--- src/hw/rtl/mesh_vertex_normals_unit_defines.svh ---
// assertion macros for the mesh vertex normals unit
// included by the rtl files that carry concurrent assertions
`ifndef MESH_VERTEX_NORMALS_UNIT_DEFINES_SVH
`define MESH_VERTEX_NORMALS_UNIT_DEFINES_SVH
`ifndef SYNTHESIS
`define MVN_ASSERT(lbl, clk, rstn, prop) \
    lbl: assert property (@(posedge clk) disable iff (!rstn) (prop)) \
        else $error("mvn invariant violated");
`define MVN_ASSERT_IMPL(lbl, clk, rstn, ante, cons) \
    lbl: assert property (@(posedge clk) disable iff (!rstn) (ante) |-> (cons)) \
        else $error("mvn implication violated");
`else
`define MVN_ASSERT(lbl, clk, rstn, prop)
`define MVN_ASSERT_IMPL(lbl, clk, rstn, ante, cons)
`endif
`endif

--- src/hw/rtl/mvn_pkg.sv ---
// shared types and constants for the mesh vertex normals unit
// no dependencies
`default_nettype none
package mvn_pkg;
    localparam int VTX_DEPTH = 1024;
    localparam int VIDX_W    = $clog2(VTX_DEPTH);
    localparam int VCNT_W    = VIDX_W + 1;
    localparam int TRI_DEPTH = 2048;
    localparam int TIDX_W    = $clog2(TRI_DEPTH);
    localparam int TCNT_W    = TIDX_W + 1;
    localparam int CORNER_W  = 10;
    localparam int SLOT_W    = 11;
    localparam int COORD_W   = 32;
    localparam int DIFF_W    = COORD_W + 1;
    localparam int PROD_W    = 2 * DIFF_W;
    localparam int TERM_W    = PROD_W + 1;
    localparam int MAG_W     = 65;
    localparam int NORM_W    = 16;
    localparam int ACC_W     = 27;

    typedef enum logic [1:0] {
        MODE_VERTEX = 2'd0,
        MODE_TRI    = 2'd1,
        MODE_QUERY  = 2'd2,
        MODE_NOP    = 2'd3
    } mode_t;

    typedef enum logic [1:0] {
        ST_OK    = 2'd0,
        ST_FULL  = 2'd1,
        ST_RANGE = 2'd2
    } status_t;

    typedef struct packed {
        mode_t                       mode;
        logic signed [COORD_W-1:0]   pos_x;
        logic signed [COORD_W-1:0]   pos_y;
        logic signed [COORD_W-1:0]   pos_z;
        logic [CORNER_W-1:0]         corner_a;
        logic [CORNER_W-1:0]         corner_b;
        logic [CORNER_W-1:0]         corner_c;
        logic [CORNER_W-1:0]         query_vertex;
    } cmd_t;

    typedef struct packed {
        status_t                     status;
        logic [SLOT_W-1:0]           slot;
        logic signed [NORM_W-1:0]    normal_x;
        logic signed [NORM_W-1:0]    normal_y;
        logic signed [NORM_W-1:0]    normal_z;
    } rsp_t;

    // sign and magnitude of three vector components
    typedef struct packed {
        logic [2:0]              neg;
        logic [2:0][MAG_W-1:0]   mag;
    } vec_t;

    typedef struct packed {
        logic [2:0][NORM_W-1:0]  comp;
    } nrm_t;
endpackage
`default_nettype wire

--- src/hw/rtl/mvn_unitize.sv ---
// iterative scaling of a three component vector to a q1.14 unit vector
// uses mvn_pkg types
`default_nettype none
module mvn_unitize (
    input  wire logic          clk,
    input  wire logic          rst_n,
    input  wire logic          start,
    input  wire mvn_pkg::vec_t vec,
    output logic               done,
    output mvn_pkg::nrm_t      nrm
);
    typedef enum logic [5:0] {
        U_IDLE  = 6'b000001,
        U_SHIFT = 6'b000010,
        U_SQ    = 6'b000100,
        U_ROOT  = 6'b001000,
        U_DIV   = 6'b010000,
        U_DONE  = 6'b100000
    } ustate_t;

    ustate_t                          state_reg, state_next;
    logic [2:0]                       neg_reg, neg_next;
    logic [2:0][mvn_pkg::MAG_W-1:0]   mag_reg, mag_next;
    logic [5:0]                       cnt_reg, cnt_next;
    logic [59:0]                      prod_reg, prod_next;
    logic [63:0]                      rem_reg, rem_next;
    logic [63:0]                      res_reg, res_next;
    logic [63:0]                      bit_reg, bit_next;
    logic [30:0]                      len_reg, len_next;
    logic [1:0]                       ci_reg, ci_next;
    logic [30:0]                      r_reg, r_next;
    logic [14:0]                      nb_reg, nb_next;
    logic [14:0]                      q_reg, q_next;
    logic [2:0][mvn_pkg::NORM_W-1:0]  comp_reg, comp_next;
    logic                             done_reg, done_next;

    logic [mvn_pkg::MAG_W-1:0] mag_or;
    logic [mvn_pkg::MAG_W-1:0] sq_sel;
    logic [mvn_pkg::MAG_W-1:0] div_sel;
    logic [63:0]               root_try;
    logic [44:0]               numer;
    logic [31:0]               rr;
    logic                      ge;
    logic [15:0]               q_ext;

    always_comb
    begin
        mag_or   = mag_reg[0] | mag_reg[1] | mag_reg[2];
        sq_sel   = (cnt_reg == 6'd2) ? mag_reg[2] :
                   (cnt_reg == 6'd1) ? mag_reg[1] : mag_reg[0];
        div_sel  = (ci_reg == 2'd2) ? mag_reg[2] :
                   (ci_reg == 2'd1) ? mag_reg[1] : mag_reg[0];
        root_try = res_reg + bit_reg;
        numer    = {1'b0, div_sel[29:0], 14'd0} + {14'd0, 1'b0, len_reg[30:1]};
        rr       = {r_reg, nb_reg[14]};
        ge       = rr >= {1'b0, len_reg};
        q_ext    = {1'b0, q_reg[13:0], ge};
    end

    always_comb
    begin
        state_next = state_reg;
        neg_next   = neg_reg;
        mag_next   = mag_reg;
        cnt_next   = cnt_reg;
        prod_next  = prod_reg;
        rem_next   = rem_reg;
        res_next   = res_reg;
        bit_next   = bit_reg;
        len_next   = len_reg;
        ci_next    = ci_reg;
        r_next     = r_reg;
        nb_next    = nb_reg;
        q_next     = q_reg;
        comp_next  = comp_reg;
        done_next  = 1'b0;
        case (state_reg)
            U_IDLE:
            begin
                if (start)
                begin
                    neg_next   = vec.neg;
                    mag_next   = vec.mag;
                    state_next = U_SHIFT;
                end
            end
            U_SHIFT:
            begin
                // one bit of common right shift per cycle until all fit 30 bits
                if (mag_or[mvn_pkg::MAG_W-1:30] != '0)
                begin
                    mag_next[0] = mag_reg[0] >> 1;
                    mag_next[1] = mag_reg[1] >> 1;
                    mag_next[2] = mag_reg[2] >> 1;
                end
                else
                begin
                    cnt_next   = '0;
                    rem_next   = '0;
                    state_next = U_SQ;
                end
            end
            U_SQ:
            begin
                if (cnt_reg != 6'd3)
                begin
                    prod_next = sq_sel[29:0] * sq_sel[29:0];
                end
                if (cnt_reg != 6'd0)
                begin
                    rem_next = rem_reg + {4'd0, prod_reg};
                end
                cnt_next = cnt_reg + 6'd1;
                if (cnt_reg == 6'd3)
                begin
                    res_next   = '0;
                    bit_next   = 64'd1 << 62;
                    state_next = U_ROOT;
                end
            end
            U_ROOT:
            begin
                if (bit_reg != '0)
                begin
                    if (rem_reg >= root_try)
                    begin
                        rem_next = rem_reg - root_try;
                        res_next = (res_reg >> 1) + bit_reg;
                    end
                    else
                    begin
                        res_next = res_reg >> 1;
                    end
                    bit_next = bit_reg >> 2;
                end
                else
                begin
                    len_next   = res_reg[30:0];
                    ci_next    = '0;
                    cnt_next   = '0;
                    state_next = U_DIV;
                end
            end
            U_DIV:
            begin
                if (len_reg == '0)
                begin
                    // zero length vector answers zero
                    comp_next  = '0;
                    state_next = U_DONE;
                end
                else if (cnt_reg == 6'd0)
                begin
                    r_next   = {1'b0, numer[44:15]};
                    nb_next  = numer[14:0];
                    q_next   = '0;
                    cnt_next = 6'd1;
                end
                else
                begin
                    r_next   = ge ? 31'(rr - {1'b0, len_reg}) : rr[30:0];
                    q_next   = q_ext[14:0];
                    nb_next  = {nb_reg[13:0], 1'b0};
                    cnt_next = cnt_reg + 6'd1;
                    if (cnt_reg == 6'd15)
                    begin
                        comp_next[ci_reg] = neg_reg[ci_reg] ? 16'(-q_ext) : q_ext;
                        cnt_next          = '0;
                        ci_next           = ci_reg + 2'd1;
                        if (ci_reg == 2'd2)
                        begin
                            state_next = U_DONE;
                        end
                    end
                end
            end
            U_DONE:
            begin
                done_next  = 1'b1;
                state_next = U_IDLE;
            end
            default:
            begin
                state_next = U_IDLE;
            end
        endcase
    end

    always_ff @(posedge clk or negedge rst_n)
    begin
        if (!rst_n)
        begin
            state_reg <= U_IDLE;
            done_reg  <= 1'b0;
        end
        else
        begin
            state_reg <= state_next;
            done_reg  <= done_next;
        end
    end

    always_ff @(posedge clk)
    begin
        neg_reg  <= neg_next;
        mag_reg  <= mag_next;
        cnt_reg  <= cnt_next;
        prod_reg <= prod_next;
        rem_reg  <= rem_next;
        res_reg  <= res_next;
        bit_reg  <= bit_next;
        len_reg  <= len_next;
        ci_reg   <= ci_next;
        r_reg    <= r_next;
        nb_reg   <= nb_next;
        q_reg    <= q_next;
        comp_reg <= comp_next;
    end

    assign done     = done_reg;
    assign nrm.comp = comp_reg;
endmodule
`default_nettype wire
--- config.mk ---
export PLATFORM = sky130hd
export DESIGN_NAME = mvn_unitize
export DESIGN_NICKNAME = d
export VERILOG_FILES = /design/src/hw/rtl/mesh_vertex_normals_unit_defines.svh /design/src/hw/rtl/mvn_pkg.sv /design/src/hw/rtl/mvn_unitize.sv
export SDC_FILE = /design/constraint.sdc
export NUM_CORES = 2
export LEC_CHECK = 0
export BUFFER_PORTS_ARGS = -buffer_cell sky130_fd_sc_hd__buf_2
export CAP_MARGIN = 20
export CORE_MARGIN = 3
export CORE_UTILIZATION = 45
export DETAILED_ROUTE_END_ITERATION = 6
export GPL_ROUTABILITY_DRIVEN = 0
export PLACE_DENSITY = 0.6
export SYNTH_ARGS = -nofsm -noshare
export SYNTH_HDL_FRONTEND = slang
export SYNTH_SLANG_ARGS = --single-unit
--- constraint.sdc ---
create_clock -name clk -period 24.9 [get_ports clk]
set_input_delay 4.98 -clock clk [delete_from_list [all_inputs] [get_ports clk]]
set_output_delay 4.98 -clock clk [all_outputs]
set_load 0.05 [all_outputs]
==> flow_summary.toml <==
[status]
status = "completed"

[flow_run]
maxCapViolCount = 0

[global_routing]
antenna_found_initial = 6
grt_pass1_vias = 49100
gr-usage-all-layers = 0.2561
grt_max_degree = 166
grt_pass1_wl_microns = 290600
grt_overflow = 0

[timing]
layout_setup_ws_ns = 13.31
max-slew-margin-rel = 0.2333
setup_viol_count_final = 0
fin_worst_skew_ns = 0.04989
tightest_slew_ns = 1.143
min_period_ns = 11.59
fmax_mhz = 86.31
tns_ns = 0
hold_violations = 0
post-route-period-util = 0.4653
report.final.slew_viol_count = 0
rsz0062_at_grt = "false"

[detailed_routing]
ant_nets = 0
viasPerCell = 5.660
dr_wl_met3_microns = 12580
drc = 0
routedWlPerCell_microns = 21.74
wl_met1_microns = 82150
top_layer = "met4"
firstDrtPassIters = 5
vias = 48510
wl_met2_microns = 85700
drtIter0Drc = 3862
drt_wl_total_microns = 186400

[worst_setup_path]
worst-path-max-fanout = 30
cp-end-kind = "register"
crit_type = "reg -> reg"
slowest_delay_ns = 1.00
crit_slowest_cell = "clkinv_1"
cp.required_ns = 25.29
start_kind = "register"
critPathMostFrequentCell = "fa_1"
worstPathArrival_ns = 11.97

[synthesis]
synthMuxAreaShare = 0.04678
syn_area_per_cell_sq_um = 9.776
syn-num-nets = 7898
synth-seq-cells = 571
synth_cell_types = 96
synthXorXnorAreaFrac = 0.05069
synth_top_family_by_area = "adder cells"
synth_fa_ha_area_frac = 0.3172
syn_inst = 6504
yosys.area_share.simple = 0.1111
synth_flop_cell = "edfxtp_1"
synthArstFlopShare = 0.01226
yosys_warnings = 0
syn_area_sq_um = 63580
synth_edf_count = 564
synth_seq_area_share = 0.2691
synth_compound_area_frac = 0.1290

[cells_and_area]
syn_to_final_growth_pct = 8.784
multi_input_area_sq_um = 41770
stdcell_count = 8571
seq_area_sq_um = 17110
largest_reg_flops = 195
nNetsFinal = 8029
layout-drive-gt1-share = 0.1051
layout_common_cells = "1016 x inv_1, 698 x fa_1, 570 x nor2_1"
num-fill-cells = 13090
layout_commonest_cell = "inv_1"
postLayoutCoreUtil = 0.4945

[clocking]
cts_setup_buffers = 0
cts_max_level = 3
clk_pin_slew_ns = 0.06
cts_sinks = 571
cts_inserted_buffers = 70
cts_resized = 0
clockBufferDepth = 3
ctsHoldBuffers = 0
root_buffer = "clkbuf_16"
tritoncts = "built"
clk_latency_ns = 0.68

[floorplanning]
die_w_microns = 381.9
ioPinCount = 250
fp.dieH_microns = 381.9
coreArea_sq_um = 139900
placementRows = 137
dieArea_sq_um = 145800
start_util = 0.4546

[placement]
portBuffers = 249
place_inst = 8437
dp_hpwl_microns = 144900
pre_cts_slack_ns = 13.31

[worst_hold_path]
hold_path.class = "reg -> reg"
## cells by family (layout without fill, tap and decap cells)
family,count (synthesis),count (layout)
XOR/XNOR,368,368
multiplexers,273,273
flip-flops,571,571
AND/OR/NAND/NOR,1566,1566
AO/OA/AOI/OAI,1260,1260
buffers and inverters,1273,1457
other,0,7
adder cells (fa/ha/maj),1193,1193
## path summary, 6_finish.rpt
path | from | end | slack (ns) | depth (start not counted)
min in group asynchronous | rst_n | state_reg[1]$_DFFE_PN0P_ | 4.16 | 1
worst min register to register | res_reg[0]$_SDFFCE_PN0P_ | len_reg[0]$_DFFE_PP_ | 0.46 | 0
worst max-delay path | cnt_reg[3]$_DFFE_PP_ | prod_reg[58]$_DFFE_PP_ | 13.31 | 33
worst max register to register | cnt_reg[3]$_DFFE_PP_ | prod_reg[58]$_DFFE_PP_ | 13.31 | 33
worst min-delay path | res_reg[0]$_SDFFCE_PN0P_ | len_reg[0]$_DFFE_PP_ | 0.46 | 0
max in group asynchronous | rst_n | state_reg[0]$_DFFE_PN1P_ | 20.49 | 1
## Yosys cell counts (all sizes together), types with 10 or more instances
cell       n  area [sq um]
inv     1018          3821
fa       698         13970
nor2     574          2157
edfxtp   564         16940
nand2    502          1884
ha       495          6193
a21oi    355          1799
o21ai    227          1162
clkbuf   200         750.7
mux2     193          2173
xnor2    186          1629
xor2     182          1594
a21o     171          1284
a211oi   114         878.3
nand4     82         513.0
a31oi     81         521.8
mux2i     80         800.8
nand3     62         310.3
and2      61         381.6
o22ai     58         362.9
nor4      57         356.6
o21bai    55         412.9
buf       51         256.5
nor2b     47         294.0
nor3      47         240.2
and3      30         187.7
nand2b    29         181.4
o21a      26         195.2
a31o      25         219.0
o31ai     25         234.0
or3       21         131.4
o211ai    14         105.1
and4      11         96.34
a41oi     10         87.58
nor3b     10         80.07
or2       10         62.56
## stage by stage
stage / instance area [sq um] / hold slack, ns
floorplan: 63580 / 0.4334
global placement: 66760 / 0.4485
detailed placement: 66770 / 0.4525
CTS: 69130 / 0.4662
global route: 69160 / 0.4879
finish: 69170 / 0.4631
## area by class of cell
class	count	share of cell area
multi-input combinational	4660	0.6039
sequential	571	0.2474
inverter	1022	0.05550
tap	1876	0.03394
clock buffer	82	0.02688
timing repair buffer	310	0.02489
clock inverter	43	0.007236
antenna	7	0.0002533
## per-layer routing
layer	up-vias	track usage
met3	318	0.03653
met2	1638	0.4074
met5	-	0
met4	0	0.07969
li1	22360	-
met1	24190	0.3622
## worst max-delay path: cells and delay by family (launching register included)
family,cells,cell delay (ns)
muxes,1,0.20
DFF,1,0.45
and+or+nand+nor,5,1.55
AOI/OAI and AO/OA,9,2.45
xor gates and xnor gates,1,0.08
adders and majority gates,9,4.32
buffers and inverters,8,2.17
Power is left out: the tool's default activity adds up to more than one toggle a clock period on the data nets, which glitch-free logic cannot reach.
